File: config.mk
export PLATFORM = sky130hd
export DESIGN_NAME = touch_slider_position
export DESIGN_NICKNAME = d
export VERILOG_FILES = /design/src/rtl/tsp_pkg.sv /design/src/rtl/tsp_front.sv /design/src/rtl/tsp_back.sv /design/src/rtl/touch_slider_position.sv
export SDC_FILE = /design/constraint.sdc
export NUM_CORES = 2
export LEC_CHECK = 0
export BUFFER_PORTS_ARGS = -buffer_cell sky130_fd_sc_hd__buf_2
export CAP_MARGIN = 20
export CORE_MARGIN = 4
export CORE_UTILIZATION = 58
export DETAILED_ROUTE_END_ITERATION = 7
export PLACE_DENSITY_LB_ADDON = 0.2
export SYNTH_ARGS = -nofsm -noshare
export SYNTH_HDL_FRONTEND = slang
export SYNTH_HIERARCHICAL = 1
export SYNTH_SLANG_ARGS = --single-unit
File: constraint.sdc
create_clock -name i_clk -period 9.9 [get_ports i_clk]
set_input_delay 0.495 -clock i_clk [delete_from_list [all_inputs] [get_ports i_clk]]
set_output_delay 0.495 -clock i_clk [all_outputs]
set_load 0.005 [all_outputs]
File: src/rtl/tsp_pkg.sv
// Shared types and constants for the touch slider position block.
package tsp_pkg;

    localparam int MaxElectrodes = 16;
    localparam int IdxW          = $clog2(MaxElectrodes);

    typedef enum logic [1:0] {
        REG_ELECTRODE_COUNT = 2'd0,
        REG_SLIDER_LENGTH   = 2'd1,
        REG_TOUCH_THRESHOLD = 2'd2
    } t_reg_idx;

    // Word passed from the front part to the back part.
    typedef struct packed {
        logic [IdxW-1:0] next_electrode;
        logic [15:0]     scan_delta;
        logic            touched;
        logic [15:0]     d0;
        logic [15:0]     d1;
        logic [7:0]      length;
    } t_job;

endpackage

File: src/rtl/tsp_front.sv
// Front part: baseline and delta stores, electrode sequencing, touch test.
module tsp_front
    import tsp_pkg::*;
(
    input  logic        i_clk,
    input  logic        i_rst_n,
    input  logic        i_cfg_valid,
    input  logic [1:0]  i_cfg_index,
    input  logic [15:0] i_cfg_data,
    input  logic        i_push,
    input  logic        i_op,
    input  logic [15:0] i_raw_count,
    output t_job        o_job
);

    logic [4:0]      r_count;
    logic [7:0]      r_length;
    logic [15:0]     r_threshold;
    logic [IdxW-1:0] r_idx, n_idx;
    logic [15:0]     r_base  [MaxElectrodes];
    logic [15:0]     r_delta [MaxElectrodes];
    logic [16:0]     diff;
    logic [15:0]     sdelta, d0, d1;
    logic [4:0]      cnt;

    assign diff   = {1'b0, i_raw_count} - {1'b0, r_base[r_idx]};
    assign sdelta = i_op ? 16'd0 : (diff[16] ? 16'd0 : diff[15:0]);
    assign cnt    = (r_count > 5'(MaxElectrodes)) ? 5'(MaxElectrodes) : r_count;

    always_comb begin
        n_idx = r_idx;
        if (cnt > 5'd1) begin
            if (cnt - 5'd1 > 5'(r_idx)) n_idx = r_idx + 1'b1;
            else                         n_idx = '0;
        end
    end

    // Deltas of electrodes 0 and 1 as they stand after this word.
    assign d0 = (!i_op && r_idx == '0) ? sdelta : r_delta[0];
    assign d1 = (!i_op && r_idx == IdxW'(1)) ? sdelta : r_delta[1];

    always_comb begin
        o_job.next_electrode = n_idx;
        o_job.scan_delta     = sdelta;
        o_job.touched        = (d0 > r_threshold) || (d1 > r_threshold);
        o_job.d0             = d0;
        o_job.d1             = d1;
        o_job.length         = r_length;
    end

    always_ff @(posedge i_clk) begin
        if (!i_rst_n) begin
            r_count     <= 5'd2;
            r_length    <= 8'd40;
            r_threshold <= 16'd100;
            r_idx       <= '0;
            for (int i = 0; i < MaxElectrodes; i++) begin
                r_base[i]  <= '0;
                r_delta[i] <= '0;
            end
        end else begin
            if (i_cfg_valid) begin
                unique case (i_cfg_index)
                    REG_ELECTRODE_COUNT: r_count     <= i_cfg_data[4:0];
                    REG_SLIDER_LENGTH:   r_length    <= i_cfg_data[7:0];
                    REG_TOUCH_THRESHOLD: r_threshold <= i_cfg_data;
                    default: ;
                endcase
            end
            if (i_push) begin
                if (i_op) r_base[r_idx]  <= i_raw_count;
                else      r_delta[r_idx] <= sdelta;
                r_idx <= n_idx;
            end
        end
    end

endmodule

File: src/rtl/tsp_back.sv
// Back part: serial divider for the percentages, then the distances.
module tsp_back
    import tsp_pkg::*;
(
    input  logic        i_clk,
    input  logic        i_rst_n,
    input  logic        i_start,
    input  t_job        i_job,
    output logic        o_busy,
    output logic        o_done,
    output logic [IdxW-1:0] o_next_electrode,
    output logic [15:0] o_scan_delta,
    output logic        o_touched,
    output logic [6:0]  o_left_percent,
    output logic [6:0]  o_right_percent,
    output logic [7:0]  o_left_distance,
    output logic [7:0]  o_right_distance,
    output logic [6:0]  o_position_percent,
    output logic [7:0]  o_position_distance
);

    typedef enum logic [3:0] {
        S_IDLE = 4'b0001,
        S_DIV  = 4'b0010,
        S_SCL  = 4'b0100,
        S_FIN  = 4'b1000
    } t_state;

    t_state       r_state;
    t_job         r_job;
    logic [23:0]  r_num;     // d0*100, shifted out msb first
    logic [16:0]  r_sum;
    logic [17:0]  r_rem;
    logic [6:0]   r_quo;
    logic [4:0]   r_cnt;
    logic [6:0]   r_lp, r_rp;
    logic [14:0]  r_lm, r_rm;
    logic [17:0]  trial_rem;
    logic [17:0]  sub;
    logic [6:0]   rp_c;
    logic [7:0]   ld, rd;
    logic [8:0]   psum;
    logic [9:0]   dsum;

    assign trial_rem = {r_rem[16:0], r_num[23]};
    assign sub       = trial_rem - {1'b0, r_sum};
    // rp = 100 - lp, less one when the remainder of the left share is nonzero.
    assign rp_c      = (r_job.d1 == '0) ? 7'd0 :
                       ((r_job.d0 == '0) ? 7'd100 :
                        (7'd100 - r_quo - ((r_rem != '0) ? 7'd1 : 7'd0)));
    // x/100 for x < 25600 via reciprocal 655/65536 plus a correction.
    function automatic logic [7:0] div100(input logic [14:0] x);
        logic [24:0] p;
        logic [7:0]  q;
        logic [15:0] r;
        p = 25'(x) * 25'd655;
        q = p[23:16];
        r = 16'(x) - 16'(q) * 16'd100;
        if (r >= 16'd100) q = q + 8'd1;
        return q;
    endfunction

    assign ld   = div100(r_lm);
    assign rd   = div100(r_rm);
    assign psum = 9'd100 - 9'(r_lp) + 9'(r_rp);
    assign dsum = 10'(r_job.length) - 10'(ld) + 10'(rd);

    assign o_busy = (r_state != S_IDLE);

    always_ff @(posedge i_clk) begin
        if (!i_rst_n) begin
            r_state <= S_IDLE;
            o_done  <= 1'b0;
        end else begin
            o_done <= 1'b0;
            unique case (r_state)
                S_IDLE: begin
                    if (i_start) begin
                        r_job   <= i_job;
                        r_num   <= 24'(i_job.d0) * 24'd100;
                        r_sum   <= 17'(i_job.d0) + 17'(i_job.d1);
                        r_rem   <= '0;
                        r_quo   <= '0;
                        r_cnt   <= 5'd24;
                        r_state <= i_job.touched ? S_DIV : S_FIN;
                        r_lp    <= '0;
                        r_rp    <= '0;
                        r_lm    <= '0;
                        r_rm    <= '0;
                    end
                end
                S_DIV: begin
                    if (!sub[17]) begin
                        r_rem <= sub;
                        r_quo <= {r_quo[5:0], 1'b1};
                    end else begin
                        r_rem <= trial_rem;
                        r_quo <= {r_quo[5:0], 1'b0};
                    end
                    r_num <= {r_num[22:0], 1'b0};
                    r_cnt <= r_cnt - 5'd1;
                    if (r_cnt == 5'd1) r_state <= S_SCL;
                end
                S_SCL: begin
                    r_lp    <= r_quo;
                    r_rp    <= rp_c;
                    r_lm    <= 15'(r_quo) * 15'(r_job.length);
                    r_rm    <= 15'(rp_c) * 15'(r_job.length);
                    r_state <= S_FIN;
                end
                S_FIN: begin
                    o_next_electrode    <= r_job.next_electrode;
                    o_scan_delta        <= r_job.scan_delta;
                    o_touched           <= r_job.touched;
                    o_left_percent      <= r_lp;
                    o_right_percent     <= r_rp;
                    o_left_distance     <= ld;
                    o_right_distance    <= rd;
                    o_position_percent  <= r_job.touched ? psum[7:1] : 7'd0;
                    o_position_distance <= r_job.touched ? dsum[8:1] : 8'd0;
                    o_done              <= 1'b1;
                    r_state             <= S_IDLE;
                end
                default: r_state <= S_IDLE;
            endcase
        end
    end

    property p_done_after_fin;
        @(posedge i_clk) disable iff (!i_rst_n) (r_state == S_FIN) |=> o_done;
    endproperty
    a_done_after_fin: assert property (p_done_after_fin) else $error("done missing");

    property p_no_start_busy;
        @(posedge i_clk) disable iff (!i_rst_n) $rose(o_busy) |-> $past(i_start);
    endproperty
    a_no_start_busy: assert property (p_no_start_busy) else $error("busy without start");

    property p_pct_range;
        @(posedge i_clk) disable iff (!i_rst_n)
            o_done |-> (o_left_percent <= 7'd100 && o_right_percent <= 7'd100);
    endproperty
    a_pct_range: assert property (p_pct_range) else $error("percent over 100");

endmodule

File: src/rtl/touch_slider_position.sv
// Top level of the two-electrode capacitive touch slider position block.
// An untouched word goes straight to the finish state; a touched one first passes through
//   a 24-step restoring divider for the left share and then a scaling state.
// The back takes no new word until it has finished the last one and its result slot is free.
// Reset: synchronous active low; stores, index, config registers and state flags take reset values.
// The front holds one word while the back divides; the output is a one-deep queue.
module touch_slider_position
    import tsp_pkg::*;
(
    input  logic        i_clk,
    input  logic        i_rst_n,
    input  logic        i_cfg_valid,
    output logic        o_cfg_ready,
    input  logic [1:0]  i_cfg_index,
    input  logic [15:0] i_cfg_data,
    input  logic        i_push,
    output logic        o_full,
    input  logic        i_op,
    input  logic [15:0] i_raw_count,
    output logic        o_empty,
    input  logic        i_pop,
    output logic [3:0]  o_next_electrode,
    output logic [15:0] o_scan_delta,
    output logic        o_touched,
    output logic [6:0]  o_left_percent,
    output logic [6:0]  o_right_percent,
    output logic [7:0]  o_left_distance,
    output logic [7:0]  o_right_distance,
    output logic [6:0]  o_position_percent,
    output logic [7:0]  o_position_distance
);

    t_job  job;
    t_job  r_q;            // queue slot between front and back
    logic  r_q_valid;
    logic  r_out_valid;
    logic  back_busy, back_done, start, push_ok;
    logic [IdxW-1:0] b_next;
    logic [15:0] b_delta;
    logic        b_touched;
    logic [6:0]  b_lp, b_rp, b_pp;
    logic [7:0]  b_ld, b_rd, b_pd;

    assign o_cfg_ready = 1'b1;
    assign o_full      = r_q_valid;
    assign push_ok     = i_push && !r_q_valid;
    // Start the back only when its result slot is free and no finished word is landing in it.
    assign start       = r_q_valid && !back_busy && !back_done && !r_out_valid;
    assign o_empty     = !r_out_valid;

    tsp_front u_front (
        .i_clk, .i_rst_n,
        .i_cfg_valid (i_cfg_valid),
        .i_cfg_index (i_cfg_index),
        .i_cfg_data  (i_cfg_data),
        .i_push      (push_ok),
        .i_op        (i_op),
        .i_raw_count (i_raw_count),
        .o_job       (job)
    );

    tsp_back u_back (
        .i_clk, .i_rst_n,
        .i_start             (start),
        .i_job               (r_q),
        .o_busy              (back_busy),
        .o_done              (back_done),
        .o_next_electrode    (b_next),
        .o_scan_delta        (b_delta),
        .o_touched           (b_touched),
        .o_left_percent      (b_lp),
        .o_right_percent     (b_rp),
        .o_left_distance     (b_ld),
        .o_right_distance    (b_rd),
        .o_position_percent  (b_pp),
        .o_position_distance (b_pd)
    );

    assign o_next_electrode    = b_next;
    assign o_scan_delta        = b_delta;
    assign o_touched           = b_touched;
    assign o_left_percent      = b_lp;
    assign o_right_percent     = b_rp;
    assign o_left_distance     = b_ld;
    assign o_right_distance    = b_rd;
    assign o_position_percent  = b_pp;
    assign o_position_distance = b_pd;

    always_ff @(posedge i_clk) begin
        if (!i_rst_n) begin
            r_q_valid   <= 1'b0;
            r_out_valid <= 1'b0;
        end else begin
            // Hold the word until the back takes it.
            if (push_ok)    r_q_valid <= 1'b1;
            else if (start) r_q_valid <= 1'b0;
            if (back_done)                   r_out_valid <= 1'b1;
            else if (i_pop && r_out_valid)   r_out_valid <= 1'b0;
        end
    end

    always_ff @(posedge i_clk) begin
        if (push_ok) r_q <= job;
    end

    property p_done_slot_free;
        @(posedge i_clk) disable iff (!i_rst_n) back_done |-> !r_out_valid;
    endproperty
    a_done_slot_free: assert property (p_done_slot_free) else $error("result overwrite");

    property p_start_has_word;
        @(posedge i_clk) disable iff (!i_rst_n) start |=> back_busy;
    endproperty
    a_start_has_word: assert property (p_start_has_word) else $error("start lost");

    property p_push_fills;
        @(posedge i_clk) disable iff (!i_rst_n) push_ok |=> r_q_valid;
    endproperty
    a_push_fills: assert property (p_push_fills) else $error("queue slot lost");

endmodule

==> metrics.cfg <==
[worst_setup_path]
reg2reg_depth=51
crit_slowest_cell=fa_2
timing.rr.start=u_back/r_rm[9]
r2r_end=u_back/o_position_distance[6]
worstPathMaxFanout=3
worst_path_most_repeated_cell=fa_1
cp-end-kind=flop
crit_required_ns=10.33
start_kind=flop
max_stage_delay_ns=0.61
crit_arrival_ns=11.07
reg2reg_setup_slack_ns=-0.74
critPathKind=reg -> reg

[die]
dieWidth_um=279
fp.coreArea_um2=72800
die_area_um2=77800
num_rows=99
initial_core_util=0.585
die_y_um=279
pin_count=109

[clocking]
cts_inserted_buffers=68
cts.root.buffer_cell=clkbuf_16
clock-sinks=633
clk_pin_slew_worst_paths_ns=0.06
cts_htree_levels=3
insertion_delay_ns=0.61
cts_tree=done
ctsHoldBuffers=0
clock_path_buffers=3

[job]
maxCapViolCount=0

[global_route]
grt_pass1_vias=29100
antenna_found_initial=1
grt_max_degree=79
grt-ovfl-total=0
grtUsageTotal=0.252
grt_pass1_wl_um=157000

[final_layout]
final_nets=4740
final_cell_mix=edfxtp_1 (589), ha_1 (474), inv_1 (448), and2_1 (292), buf_4 (281)
final.fill_count=5406
syn_to_final_growth_pct=15.4
layout_commonest_cell=edfxtp_1
drive_above_1_share=0.183
design_area_um2=49100

[drt]
wl_um=96700
drtIter0Drc=1900
postRouteAntennaNets=0
vias=28600
drc=0
via_per_inst=5.67
first_pass_iters=5
avgRoutedWirePerCell_um=19.2

[synthesis]
yosys_warnings=6
yosys.area_share.simple=0.122
yosys_register_bits=633
synth_top_family_by_area=adder cells
synth-compound-area-share=0.0763
yosysSeqAreaShare=0.436
synth_fa_ha_area_frac=0.229
synth_fp_nets=4385
netlist_area_um2=42600
synth_edf_count=589
syn_inst=3668
synth_xor_area_frac=0.0319
synth_area_per_cell_um2=11.6
synthDistinctLibCells=89
synthArstFlopShare=0
synth.area.mux_share=0.0524
synth-main-ff-cell=edfxtp_1

[timing]
fin_crit_ns=10.64
rsz0062_at_grt=yes
hold_viol_final=0
fin_crit_sh=1.07
timing.fmax_mhz=94.0
slew_headroom=0.230
finalSetupViolCount=8
drv_slew=0
finalWorstSetupSlack_ns=-0.742
fin_skew_ns=0.0324
tightest_slew_ns=1.15

[place]
io_buffers=107
gp_congestion=0.885
dp_hpwl_um=70200
placed_area_um2=45900

[outcome]
violations=negative setup slack
outcome=finished with violations

[hold_path]
hold_class=in -> reg
hold_path.startpoint=i_cfg_data[15]
worstHoldEndpoint=u_front/r_threshold[15]
hold_depth=3

cell usage after synthesis, types with 9 or more instances:
master    number  area, um^2
o21ai_0      124         621
and2_1       292        1830
mux2i_1       38         380
xnor2_1       93         815
a211oi_1      22         165
nor2_1       191         717
fa_1         173        3460
a31oi_1       18         113
o21a_1        33         248
a21oi_1      117         586
nor4_1        29         181
dfxtp_1       44         881
nor2b_1       37         231
nor2_2        11        68.8
and3_1        20         125
mux4_2        80        1800
nand3_1       33         165
inv_1        461        1730
buf_2         13        65.1
o21bai_1      16         120
or3_1         10        62.6
clkbuf_1      94         353
edfxtp_1     589       17700
nor3_1        65         325
ha_1         504        6310
nand2b_1      27         169
o31ai_1        9        67.6
o211ai_1      13        97.6
a21boi_0      18         135
a21o_1        56         420
nand4_1       16         100
nand2_1      234         878
or2_2         11        68.8
xor2_1        62         543
critical path, delay by kind of cell, from the launching register on:
| kind | cells | cell delay (ns) |
|---|---|---|
| buffers and inverters | 9 | 0.59 |
| AO/OA/AOI/OAI | 14 | 2.12 |
| multiplexers | 2 | 0.55 |
| adder cells (fa/ha/maj) | 13 | 4.96 |
| XOR/XNOR | 2 | 0.28 |
| flip-flops | 1 | 0.41 |
| AND/OR/NAND/NOR | 11 | 1.56 |
sequential cells by signal (all words and copies together), names as in the netlist, 7 cells and up, named ones only:
name                        flops
u_back/o_left_distance          8
u_front/r_base                256
u_back/r_quo                    7
u_back/r_rp                     7
u_back/r_job                   61
u_front/r_threshold            16
u_front/r_delta                32
u_back/r_num                   22
u_back/o_right_distance         8
u_back/o_position_distance      8
u_back/o_scan_delta            16
u_back/r_rem                   18
u_back/o_left_percent           7
u_back/o_right_percent          7
u_back/o_position_percent       7
u_back/r_rm                    15
u_front/r_length                8
u_back/r_sum                   17
u_back/r_lm                    15
u_back/r_lp                     7
r_q                            61
metal layers:
layer / up-vias / track usage / part of all wire
met5: - / 0 / 0
met4: 0 / 0.0574 / 0.020
met3: 128 / 0.0362 / 0.062
li1: 13600 / - / -
met1: 14100 / 0.352 / 0.43
met2: 812 / 0.423 / 0.48
what timing repair did:
item | in CTS | in global routing
setup buffers | 26 | 16
gates resized for setup | 61 | 59
pin swaps | 91 | 77
endpoints found under the setup margin | 8 | 8
metrics by stage:
step / utilization / TNS [ns] / hold WS [ns] / worst slack [ns] / std cells
4_1_cts: 0.668 / -2.32 / 0.115 / -0.570 / 5017
3_3_place_gp: 0.630 / -3.01 / 0.401 / -0.681 / 4868
6_report: 0.674 / -3.82 / 0.140 / -0.742 / 5037
5_1_grt: 0.674 / -7.11 / 0.130 / -1.19 / 5036
2_1_floorplan: - / -2.11 / 0.400 / -0.612 / 3668
3_5_place_dp: 0.630 / -5.33 / 0.405 / -0.994 / 4868
cell type report:
type / instances / area, um^2 / area share
clock inverters: 38 / 427 / 0.00869
clock buffers: 86 / 1840 / 0.0375
diodes: 1 / 2.50 / 0.0000509
flip-flops and latches: 633 / 18600 / 0.378
multi-input cells: 2457 / 22600 / 0.459
repair buffers: 400 / 2790 / 0.0568
inverters: 463 / 1740 / 0.0354
well taps: 959 / 1200 / 0.0244
cell families after synthesis:
logic type / count (synthesis)
AND/OR/NAND/NOR: 1004
AO/OA/AOI/OAI: 498
multiplexers: 122
buffers and inverters: 578
XOR/XNOR: 155
other: 1
adder cells (fa/ha/maj): 677
flip-flops: 633
how the worst max path moves through the flow:
stage / end / startpoint
finish: u_back/o_position_distance[6] / u_back/r_rm[9]
global route: u_back/o_position_distance[6] / u_back/r_rm[7]
CTS: u_back/o_position_distance[7] / u_back/r_rm[9]
detailed placement: u_back/o_position_distance[7] / u_back/r_lm[9]
global placement: u_back/o_position_distance[7] / u_back/r_lm[9]
floorplan: u_back/o_position_distance[7] / u_back/r_rm[9]
Power is not shown: default switching activity piles up to over one toggle a cycle in this logic, so the estimate is an artifact.
